### config.mk
export PLATFORM = sky130hd
export DESIGN_NAME = bezout_coefficients
export DESIGN_NICKNAME = d
export VERILOG_FILES = /design/src/rtl/bezc_pkg.sv /design/src/rtl/bezout_coefficients.sv /design/src/rtl/bezc_ram.sv
export VERILOG_INCLUDE_DIRS = /design/src /design/src/rtl
export SDC_FILE = /design/constraint.sdc
export NUM_CORES = 2
export LEC_CHECK = 0
export BUFFER_PORTS_ARGS = -buffer_cell sky130_fd_sc_hd__buf_2
export CAP_MARGIN = 10
export CELL_PAD_IN_SITES_DETAIL_PLACEMENT = 1
export CELL_PAD_IN_SITES_GLOBAL_PLACEMENT = 1
export CORE_ASPECT_RATIO = 1.75
export CORE_UTILIZATION = 51
export CTS_BUF_LIST = sky130_fd_sc_hd__clkbuf_8
export DETAILED_ROUTE_END_ITERATION = 7
export PLACE_DENSITY = 0.77
export SYNTH_ARGS = -nofsm -noshare
export SYNTH_HDL_FRONTEND = slang
export SYNTH_SLANG_ARGS = --single-unit
### constraint.sdc
create_clock -name clk -period 9.14 [get_ports clk]
set_input_delay 2.285 -clock clk [delete_from_list [all_inputs] [get_ports clk]]
set_output_delay 2.285 -clock clk [all_outputs]
set_load 0.05 [all_outputs]
### src/rtl/assert_macros.svh
// Assertion macros used by bezout_coefficients.sv.
`ifndef ASSERT_MACROS_SVH
`define ASSERT_MACROS_SVH
`ifndef SYNTHESIS
`define ASSERT_CLK(label, clk, rst_n, prop, msg) \
  label: assert property (@(posedge clk) disable iff (!rst_n) (prop)) else $error(msg);
`define ASSERT_NEVER(label, clk, rst_n, prop, msg) \
  label: assert property (@(posedge clk) disable iff (!rst_n) !(prop)) else $error(msg);
`else
`define ASSERT_CLK(label, clk, rst_n, prop, msg)
`define ASSERT_NEVER(label, clk, rst_n, prop, msg)
`endif
`endif

### src/rtl/bezc_pkg.sv
`timescale 1ns / 1ps
package bezc_pkg;
  localparam int unsigned WIDTH_DEF = 32;
  localparam int unsigned MAX_STEPS_DEF = 48;
  localparam int unsigned OUT_W = 32;

  typedef enum logic [2:0] {
    ST_IDLE,
    ST_DIV,
    ST_BACK_RD,
    ST_BACK_MUL,
    ST_BACK_ADD,
    ST_OUT
  } bezc_state_t;
endpackage

### src/rtl/bezout_coefficients.sv
`timescale 1ns / 1ps
// Channel  Dir  tdata fields (low bit up)
// in_      in   first_operand[31:0], second_operand[63:32]
// out_     out  gcd_value, coef_larger, coef_smaller, larger_positive, zero_error; 0 pad to 104
// One word at a time. Each division is bit serial, and the chain runs up to MAX_STEPS + 1
// divisions; the back recurrence then steps through memory read, multiply and add for each
// stored quotient, plus one final read state.
// Reset is synchronous, active low, and clears control only; the quotient memory
// needs no clearing. in_tready is low while a word is at work or its result waits.
`include "assert_macros.svh"
module bezout_coefficients #(
  parameter int unsigned WIDTH = bezc_pkg::WIDTH_DEF,
  parameter int unsigned MAX_STEPS = bezc_pkg::MAX_STEPS_DEF
) (
  input  logic         clk,
  input  logic         rst_n,
  input  logic         in_tvalid,
  output logic         in_tready,
  input  logic [63:0]  in_tdata,   // first_operand, second_operand
  output logic         out_tvalid,
  input  logic         out_tready,
  output logic [103:0] out_tdata   // gcd_value, coef_larger, coef_smaller,
                                   // larger_positive, zero_error, zero pad
);
  import bezc_pkg::*;

  localparam int unsigned AW = $clog2(MAX_STEPS);
  localparam int unsigned CW = $clog2(MAX_STEPS + 1);
  localparam int unsigned BW = $clog2(WIDTH + 1);

  bezc_state_t state_r, state_nxt;

  logic [WIDTH-1:0] dvd_r, dvd_nxt;    // running dividend, shifted into quotient
  logic [WIDTH-1:0] dvs_r, dvs_nxt;    // running divisor
  logic [WIDTH:0]   rem_r, rem_nxt;
  logic [BW-1:0]    bit_r, bit_nxt;
  logic [CW-1:0]    cnt_r, cnt_nxt;    // quotients stored
  logic [CW-1:0]    idx_r, idx_nxt;    // back recurrence index
  logic [WIDTH-1:0] cp_r, cp_nxt, cc_r, cc_nxt, prod_r, prod_nxt;
  logic             err_r, err_nxt;

  logic             we;
  logic [AW-1:0]    waddr, raddr;
  logic [WIDTH-1:0] rdata;
  logic [WIDTH-1:0] quot_fin;

  bezc_ram #(.DATA_W(WIDTH), .DEPTH(MAX_STEPS)) u_qram (
    .clk(clk), .we(we), .waddr(waddr), .wdata(quot_fin), .raddr(raddr), .rdata(rdata)
  );

  logic [WIDTH-1:0] a_in, b_in;
  logic [WIDTH:0]   rem_sh, rem_sub, rem_fin;
  logic             q_bit;

  always_comb begin
    a_in = WIDTH'(in_tdata[31:0]);
    b_in = WIDTH'(in_tdata[63:32]);
    rem_sh = {rem_r[WIDTH-1:0], dvd_r[WIDTH-1]};
    rem_sub = rem_sh - {1'b0, dvs_r};
    q_bit = !rem_sub[WIDTH];
    rem_fin = q_bit ? rem_sub : rem_sh;
    quot_fin = {dvd_r[WIDTH-2:0], q_bit};
  end

  // Next state.
  always_comb begin
    state_nxt = state_r;
    case (state_r)
      ST_IDLE: begin
        if (in_tvalid) begin
          if (a_in == '0 || b_in == '0) state_nxt = ST_OUT;
          else state_nxt = ST_DIV;
        end
      end
      ST_DIV: begin
        if (bit_r == BW'(WIDTH - 1)) begin
          if (rem_fin == '0) begin
            state_nxt = (cnt_r == '0) ? ST_OUT : ST_BACK_RD;
          end else if (cnt_r >= CW'(MAX_STEPS)) begin
            state_nxt = ST_OUT;
          end
        end
      end
      ST_BACK_RD: state_nxt = (idx_r == '0) ? ST_OUT : ST_BACK_MUL;
      ST_BACK_MUL: state_nxt = ST_BACK_ADD;
      ST_BACK_ADD: state_nxt = ST_BACK_RD;
      ST_OUT: if (out_tready) state_nxt = ST_IDLE;
      default: state_nxt = ST_IDLE;
    endcase
  end

  // Datapath and outputs.
  always_comb begin
    dvd_nxt = dvd_r;
    dvs_nxt = dvs_r;
    rem_nxt = rem_r;
    bit_nxt = bit_r;
    cnt_nxt = cnt_r;
    idx_nxt = idx_r;
    cp_nxt = cp_r;
    cc_nxt = cc_r;
    prod_nxt = prod_r;
    err_nxt = err_r;
    we = 1'b0;
    waddr = cnt_r[AW-1:0];
    raddr = AW'(idx_r - CW'(1));
    in_tready = (state_r == ST_IDLE);
    out_tvalid = (state_r == ST_OUT);
    case (state_r)
      ST_IDLE: begin
        bit_nxt = '0;
        rem_nxt = '0;
        cnt_nxt = '0;
        idx_nxt = '0;
        err_nxt = (a_in == '0 || b_in == '0);
        dvd_nxt = (b_in > a_in) ? b_in : a_in;
        dvs_nxt = (b_in > a_in) ? a_in : b_in;
        cp_nxt = '0;
        cc_nxt = WIDTH'(1);
      end
      ST_DIV: begin
        rem_nxt = rem_fin;
        dvd_nxt = quot_fin;
        bit_nxt = bit_r + BW'(1);
        if (bit_r == BW'(WIDTH - 1)) begin
          bit_nxt = '0;
          if (rem_fin != '0) begin
            if (cnt_r >= CW'(MAX_STEPS)) begin
              err_nxt = 1'b1;
            end else begin
              // Quotient is complete this cycle; store it and shift operands.
              we = 1'b1;
              waddr = cnt_r[AW-1:0];
              cnt_nxt = cnt_r + CW'(1);
              dvd_nxt = dvs_r;
              dvs_nxt = rem_fin[WIDTH-1:0];
              rem_nxt = '0;
              idx_nxt = cnt_r + CW'(1);
              cp_nxt = '0;
              cc_nxt = WIDTH'(1);
            end
          end
        end
      end
      ST_BACK_RD: begin
        // Memory read of quotient idx-1 lands next cycle.
        raddr = AW'(idx_r - CW'(1));
      end
      ST_BACK_MUL: begin
        prod_nxt = WIDTH'(cc_r * rdata);
      end
      ST_BACK_ADD: begin
        cp_nxt = cc_r;
        cc_nxt = prod_r + cp_r;
        idx_nxt = idx_r - CW'(1);
      end
      default: ;
    endcase
  end

  logic [OUT_W-1:0] gcd_o, s_o, t_o;
  always_comb begin
    gcd_o = err_r ? '0 : OUT_W'(dvs_r);
    s_o = err_r ? '0 : OUT_W'(cp_r);
    t_o = err_r ? '0 : OUT_W'(cc_r);
    out_tdata = {6'b0, err_r, (!err_r && cnt_r[0]), t_o, s_o, gcd_o};
  end

  always_ff @(posedge clk) begin
    if (!rst_n) begin
      state_r <= ST_IDLE;
      cnt_r <= '0;
      idx_r <= '0;
      bit_r <= '0;
      err_r <= 1'b0;
    end else begin
      state_r <= state_nxt;
      cnt_r <= cnt_nxt;
      idx_r <= idx_nxt;
      bit_r <= bit_nxt;
      err_r <= err_nxt;
    end
  end

  always_ff @(posedge clk) begin
    dvd_r <= dvd_nxt;
    dvs_r <= dvs_nxt;
    rem_r <= rem_nxt;
    cp_r <= cp_nxt;
    cc_r <= cc_nxt;
    prod_r <= prod_nxt;
  end

  `ASSERT_NEVER(a_ready_busy, clk, rst_n, in_tready && out_tvalid, "ready while result held")
  `ASSERT_CLK(a_cnt_range, clk, rst_n, cnt_r <= CW'(MAX_STEPS), "quotient count overflow")
  `ASSERT_CLK(a_idx_le_cnt, clk, rst_n, idx_r <= cnt_r || state_r == ST_IDLE, "bad back index")
  `ASSERT_NEVER(a_err_flag, clk, rst_n, out_tvalid && err_r && out_tdata[96], "flag on error")
endmodule

### src/rtl/bezc_ram.sv
`timescale 1ns / 1ps
module bezc_ram #(
  parameter int unsigned DATA_W = 32,
  parameter int unsigned DEPTH = 48
) (
  input  logic                     clk,
  input  logic                     we,
  input  logic [$clog2(DEPTH)-1:0] waddr,
  input  logic [DATA_W-1:0]        wdata,
  input  logic [$clog2(DEPTH)-1:0] raddr,
  output logic [DATA_W-1:0]        rdata
);
  logic [DATA_W-1:0] mem [DEPTH];

  always_ff @(posedge clk) begin
    if (we) begin
      mem[waddr] <= wdata;
    end
    rdata <= mem[raddr];
  end
endmodule

-- Word level (Yosys, flattened, before mapping)
Memory sizes are Yosys's and may differ from the RTL's. A register that Yosys moved wholly into a read port is not among the register bits.
Cells that the tools add are included.
Widths: inputs -> output; s select.
- eq/ne operators: 13
- reductions and logical operators: 17
- magnitude comparators: 2
- mux-type cells: 52
- $mul: 1
- add/sub/neg operators: 5
- operators by type and width (kind ; number):
    $mux 32 ; 20
    $pmux 32 s2 ; 3
    $pmux 32 s3 ; 2
    $logic_not 32->1 ; 2
    $logic_not 33->1 ; 1
    $mux 33 ; 1
    $reduce_bool 33->1 ; 1
    $sub 33x32->33 ; 1
    $add 32x32->32 ; 1
    $gt 32x32->1 ; 1
    $mul 32x32->32 ; 1
    $mux 3 ; 8
    $mux 6 ; 4
    $pmux 6 s2 ; 2
    $pmux 3 s6 ; 1
    $pmux 6 s3 ; 1
    $reduce_and 4->1 ; 4
    $add 6x1->6 const B ; 2
    $logic_not 6->1 ; 2
    $ne 2x2->1 const B ; 5
    $mux 1 ; 9
    $eq 3x2->1 const B ; 2
    $eq 3x3->1 const B ; 2
    $eq 6x5->1 const B ; 1
    other kinds (12) ; 13
- memories kept: 1
- logic and storage cells: 102
- register bits: 214
- output and inout bits: 106
- RAM bits: 1536
- input port bits: 68
- memories (memory ; depth ; bits a word ; read ports ; clocked after Yosys merged registers in ; write ports ; RTL line ; source):
    u_qram.mem ; 48 ; 32 ; 1 ; 1 ; 1 ; bezc_ram.sv:13 ; logic [DATA_W-1:0] mem [DEPTH];

-- Depth between registers and ports, before layout
- depth after elaboration: 8
- gate-level depth with buffers: 29

-- By module
From an unflattened synthesis, not the netlist that was laid out.
- cell total of the unflattened synthesis: 6234
- area total of the unflattened synthesis: 90638.2 um2
- by module, submodules not included (module ; area each (um2) ; seq. area each (um2) ; cells an instance ; instances):
    bezc_ram ; 60127.7 ; 46764.9 ; 2912 ; 1
    bezout_coefficients ; 30510.5 ; 6206.0 ; 3322 ; 1

-- Least setup slack after synthesis
No wires, ideal clock.
- path kind: register to register
- from: register dvs_r[15]
- to: memory u_qram.mem[22][0], enable pin
- arrival: 8645 ps
- cell stages (with the launch flop): 27
- slack: -7 ps
- data required time: 8638 ps
- path buffers: 5
- clock period less this slack: 9147 ps
- path through: edfxtp_1 -> inv_1 -> ha_1 -> buf_2 -> a211o_1 -> a2111oi_0 -> o41a_1 -> nor2_1 -> a211oi_1 -> a21boi_1 -> o21ai_1 -> a21boi_0 -> o21ai_0 -> nand2b_1 -> ha_1 -> clkbuf_1 -> clkinv_1 -> clkbuf_1 -> clkbuf_1 -> nor2_1 -> o211ai_1 -> o211ai_1 -> nor3_1 -> a21oi_2 -> buf_2 -> nand2_2 -> nor4_1
- cells in the longest elaborated chain, start to end: 8
- ends and longest elaborated chain (what ; RTL line ; source):
    start: declaration ; bezout_coefficients.sv:34 ; logic [WIDTH-1:0] dvs_r, dvs_nxt;
    start signal: assignment ; bezout_coefficients.sv:187 ; dvs_r <= dvs_nxt;
    $sub 33x32->33 ; bezout_coefficients.sv:59 ; rem_sub = rem_sh - {1'b0, dvs_r};
    $mux 33 ; bezout_coefficients.sv:61 ; rem_fin = q_bit ? rem_sub : rem_sh;
    $reduce_bool 33->1 ; bezout_coefficients.sv:127 ; if (rem_fin != '0) begin
    $mux 1 ; bezout_coefficients.sv:127 ;
    $mux 1 ; bezout_coefficients.sv:125 ; if (bit_r == BW'(WIDTH - 1)) begin
    $mux 1 ; bezout_coefficients.sv:109 ; case (state_r)
    $mux 1 ; bezc_ram.sv:16 ; if (we) begin
    $mux 1 (not written as such) ; bezc_ram.sv:17 ; mem[waddr] <= wdata;
    end: declaration ; bezc_ram.sv:13 ;
Every way passes these cells.

-- Worst setup path after layout
- from: register u_qram.rdata[2], read port of u_qram.mem
- to: register prod_r[28], data pin
- cells in the longest elaborated chain, start to end: 1
- ends and longest elaborated chain (what ; RTL line ; source):
    start: declaration ; bezc_ram.sv:11 ; output logic [DATA_W-1:0] rdata
    $mul 32x32->32 ; bezout_coefficients.sv:150 ; prod_nxt = WIDTH'(cc_r * rdata);
    end signal: assignment ; bezout_coefficients.sv:191 ; prod_r <= prod_nxt;
    end: declaration ; bezout_coefficients.sv:39 ; logic [WIDTH-1:0] cp_r, cp_nxt, cc_r, cc_nxt, prod_r, prod_nxt;
Every way passes these cells.
A chain may end at the register's enable or synchronous reset.

==> out/results.env <==
HOLDBUFCOUNTCTS=0
LARGEST_NET_DEGREE_AT_THE_START_OF_GLOBAL_ROUTING=141
SETUP_VIOL_COUNT_FINAL=0
PORT_BUFFERS=167
HTREE_NUM_LEVELS=4
HP-CLASS='reg -> reg'
WORST_PIN_SLEW_NS=1.15
INITIAL_CORE_UTILIZATION_PCT=51.3
WORST-PATH-MAX-FANOUT=30
CLK_PIN_SLEW_WORST_PATHS_NS=0.08
MAX_FREQ_MHz=118
POST_SYNTH_MOST_FREQUENT_CELLS='edfxtp_1, inv_1, mux4_2, fa_1, nand2_1'
SEQ_AREA_FRAC_SYNTH_PCT=59.2
REGTOREGSETUPSLACK_NS=0.69
LAYOUT_CELLS_SIZED_ABOVE_1_PCT=20.2
CTS_BUFFERS=244
SKEW_NS=0.0829
FLOORPLAN.DIE_AREA_UM2=177000
YOSYSWARNINGS=0
MAX_SLEW_MARGIN_PCT=23.3
GRT_PASS1_VIAS=57500
VIAS_AFTER_DETAILED_ROUTING=51700
HOLD_VIOL=0
DIE_WIDTH_UM=319
VIASPERCELL=6.15
BOUNDARYPINS=174
RUN_STATUS='finished clean'
YOSYS.AREA.TOP_TYPE_SHARE_PCT=57.9
MAPPEDNETLISTAREA_UM2=89600
SYNTH.AREA.TOP_CELLS='edfxtp_1, mux4_2, fa_1'
DRC=0
GRT_SETUP_UNREPAIRED='false'
SYNTH_TOP_CELL_BY_AREA='edfxtp_1'
DETAILEDPLACEMENTHPWL_UM=171000
DESIGN.FINAL.NETS=6668
FLOORPLAN.DIE.HEIGHT_UM=556
GP_CONGESTION=0.903
FP.COREAREA_UM2=174000
GLOBALROUTE.TOTALOVERFLOW=0
FIRST_DRT_ITERATION_DRCS=4072
NUMBER_OF_ANTENNA_VIOLATIONS_AT_THE_FIRST_CHECK_IN_GLOBAL_ROUTING=6
DRT-WIRELENGTH-PER-CELL_UM=29.9
FIN_CRIT_NS=8.45
SYNTH-EDFF-COUNT=1728
LONGEST_CLK_PATH_BUFS=4
CLK_LATENCY_NS=0.96
WORSTSETUPPATHTYPE='reg -> reg'
WORST_EP_ARRIVAL_TIME_NS=9.18
CP-START-KIND='flip-flop'
ASYNC_FLOP_SHARE_PCT=0
CTS-RESIZED-GATES=0
CTS.SINKS=1782
AVGSYNTHCELLAREA_UM2=15.7
TIMING_MAX_TRANSITION_VIOLATIONS_FINAL=0
MAXCAPVIOLATIONS=0
YOSYS.CELL_TYPES.COUNT=83
TRITONCTS_CLOCK_TREE='yes'
NUMBER_OF_STORAGE_ELEMENTS_IN_THE_SYNTHESIS_NETLIST=1782
LAYOUT-AREA-OVERHEAD-VS-SYNTH_PCT=9.94
SYNTH_MOST_COMMON_CELL='edfxtp_1'
END_KIND='flip-flop'
CORE.ROWCOUNT=203
CLOCKROOTBUFFER='clkbuf_8'
GLOBAL_ROUTE_WIRE_LENGTH_BEFORE_REPAIR_UM=371000
SYNTH_FLOP_CELL='edfxtp_1'
GLOBAL_ROUTE.USAGE.TOTAL_PCT=28.7
DRT_PRE_ANTENNA_ITERS=5
ROUTED_WIRELENGTH_UM=252000
FINAL_DESIGN_AREA_NO_FILL_UM2=98500
CRITICAL_PATH_REQUIRED_NS=9.88
POSTPLACECELLAREA_UM2=93800
ANTENNA_LEFT=0
FINALCRITPERIODSHARE_PCT=92.4
POST-CTS-SETUP-BUFFER-COUNT=0
SYNTHCELLS=5695
## layout make-up
type,instances,area [um2]
Antenna cell,2,5.00
Inverter,489,1840
Clock buffer,253,3480
Clock inverter,181,1150
Tap cell,2255,2820
Fill cell,16300,76000
Sequential cell,1782,53000
Multi-Input combinational cell,3112,34000
Timing Repair Buffer,338,2210
## worst paths after layout
| check | from | endpoint | depth (start not counted) |
|---|---|---|---|
| max reg2reg | u_qram.rdata[2] | prod_r[28] | 25 |
| min | idx_r[1] | idx_r[1] | 2 |
| min reg2reg | idx_r[1] | idx_r[1] | 2 |
| max | u_qram.rdata[2] | prod_r[28] | 25 |
## metal layers
layer / track usage (%) / up-vias / wire length, um
li1: - / 21600 / -
met1: 30.1 / 27300 / 83700
met2: 55.2 / 2010 / 141000
met3: 2.91 / 700 / 11300
met4: 16.5 / 2 / 15500
met5: 0 / - / 19
## flip-flops by register name, summed over array words and instances (netlist names), 32 cells and up
register      flops
u_qram.mem     1536
cc_r             32
cp_r             32
dvd_r            32
dvs_r            32
prod_r           32
rem_r            32
u_qram.rdata     32
## cell families after synthesis
logic type	after synthesis	synth area share [%]
buf+inv	806	3.42
flops	1782	59.2
other cells	1	0.00419
xor+xnor	120	1.17
fa+ha+maj	633	12.3
mux	562	13.0
compound gates	489	3.64
simple gates	1302	7.31
## through the flow
stage | worst slack [ns] | cells | TNS, ns | hold WS [ns] | utilization, %
after floorplan | -0.00668 | 5700 | -1.69 | 0.449 | -
after global placement | 0.873 | 7976 | 0 | 0.464 | 53.8
after detailed placement | 0.672 | 7976 | 0 | 0.499 | 53.8
after CTS | 0.623 | 8410 | 0 | 0.509 | 56.4
after global routing | 0.259 | 8411 | 0 | 0.525 | 56.4
final | 0.693 | 8412 | 0 | 0.505 | 56.4
## critical path: stages, from the launching register on
cell and delay, ns:
dfxtp_1 1.07, and2_1 0.27, fa_1 0.40, inv_1 0.08, fa_1 0.42, fa_1 0.49
inv_1 0.06, fa_1 0.55, ha_1 0.23, ha_1 0.28, inv_1 0.05, fa_1 0.47
inv_1 0.05, fa_1 0.43, ha_1 0.33, o21a_1 0.16, o21a_1 0.17, nand3_1 0.12
o21ai_0 0.49, a221oi_1 0.21, a211oi_1 0.58, a211oi_1 0.19, nor3_1 0.51, and2_1 0.24
o21ai_0 0.09, a221oi_1 0.27
## cells in the final DEF, fill, tap and decap left out, types with 41 or more instances in the layout
cell type  count
clkinv_1      64
a31oi_1       47
fa_1         410
nand3_1       65
mux2i_1       59
xnor2_1       86
and2_1       299
nand2_1      391
o21ai_0      107
ha_1         221
a21oi_1      107
mux4_2       480
inv_1        542
edfxtp_1    1728
buf_4        164
a21o_1        41
clkbuf_8     253
nor2_1       191
nor3_1        46
dfxtp_1       52
buf_2        167
and3_1        50
nor2b_1       87
Power is not shown: default switching activity piles up to over one toggle a cycle in this logic, so the estimate is an artifact.
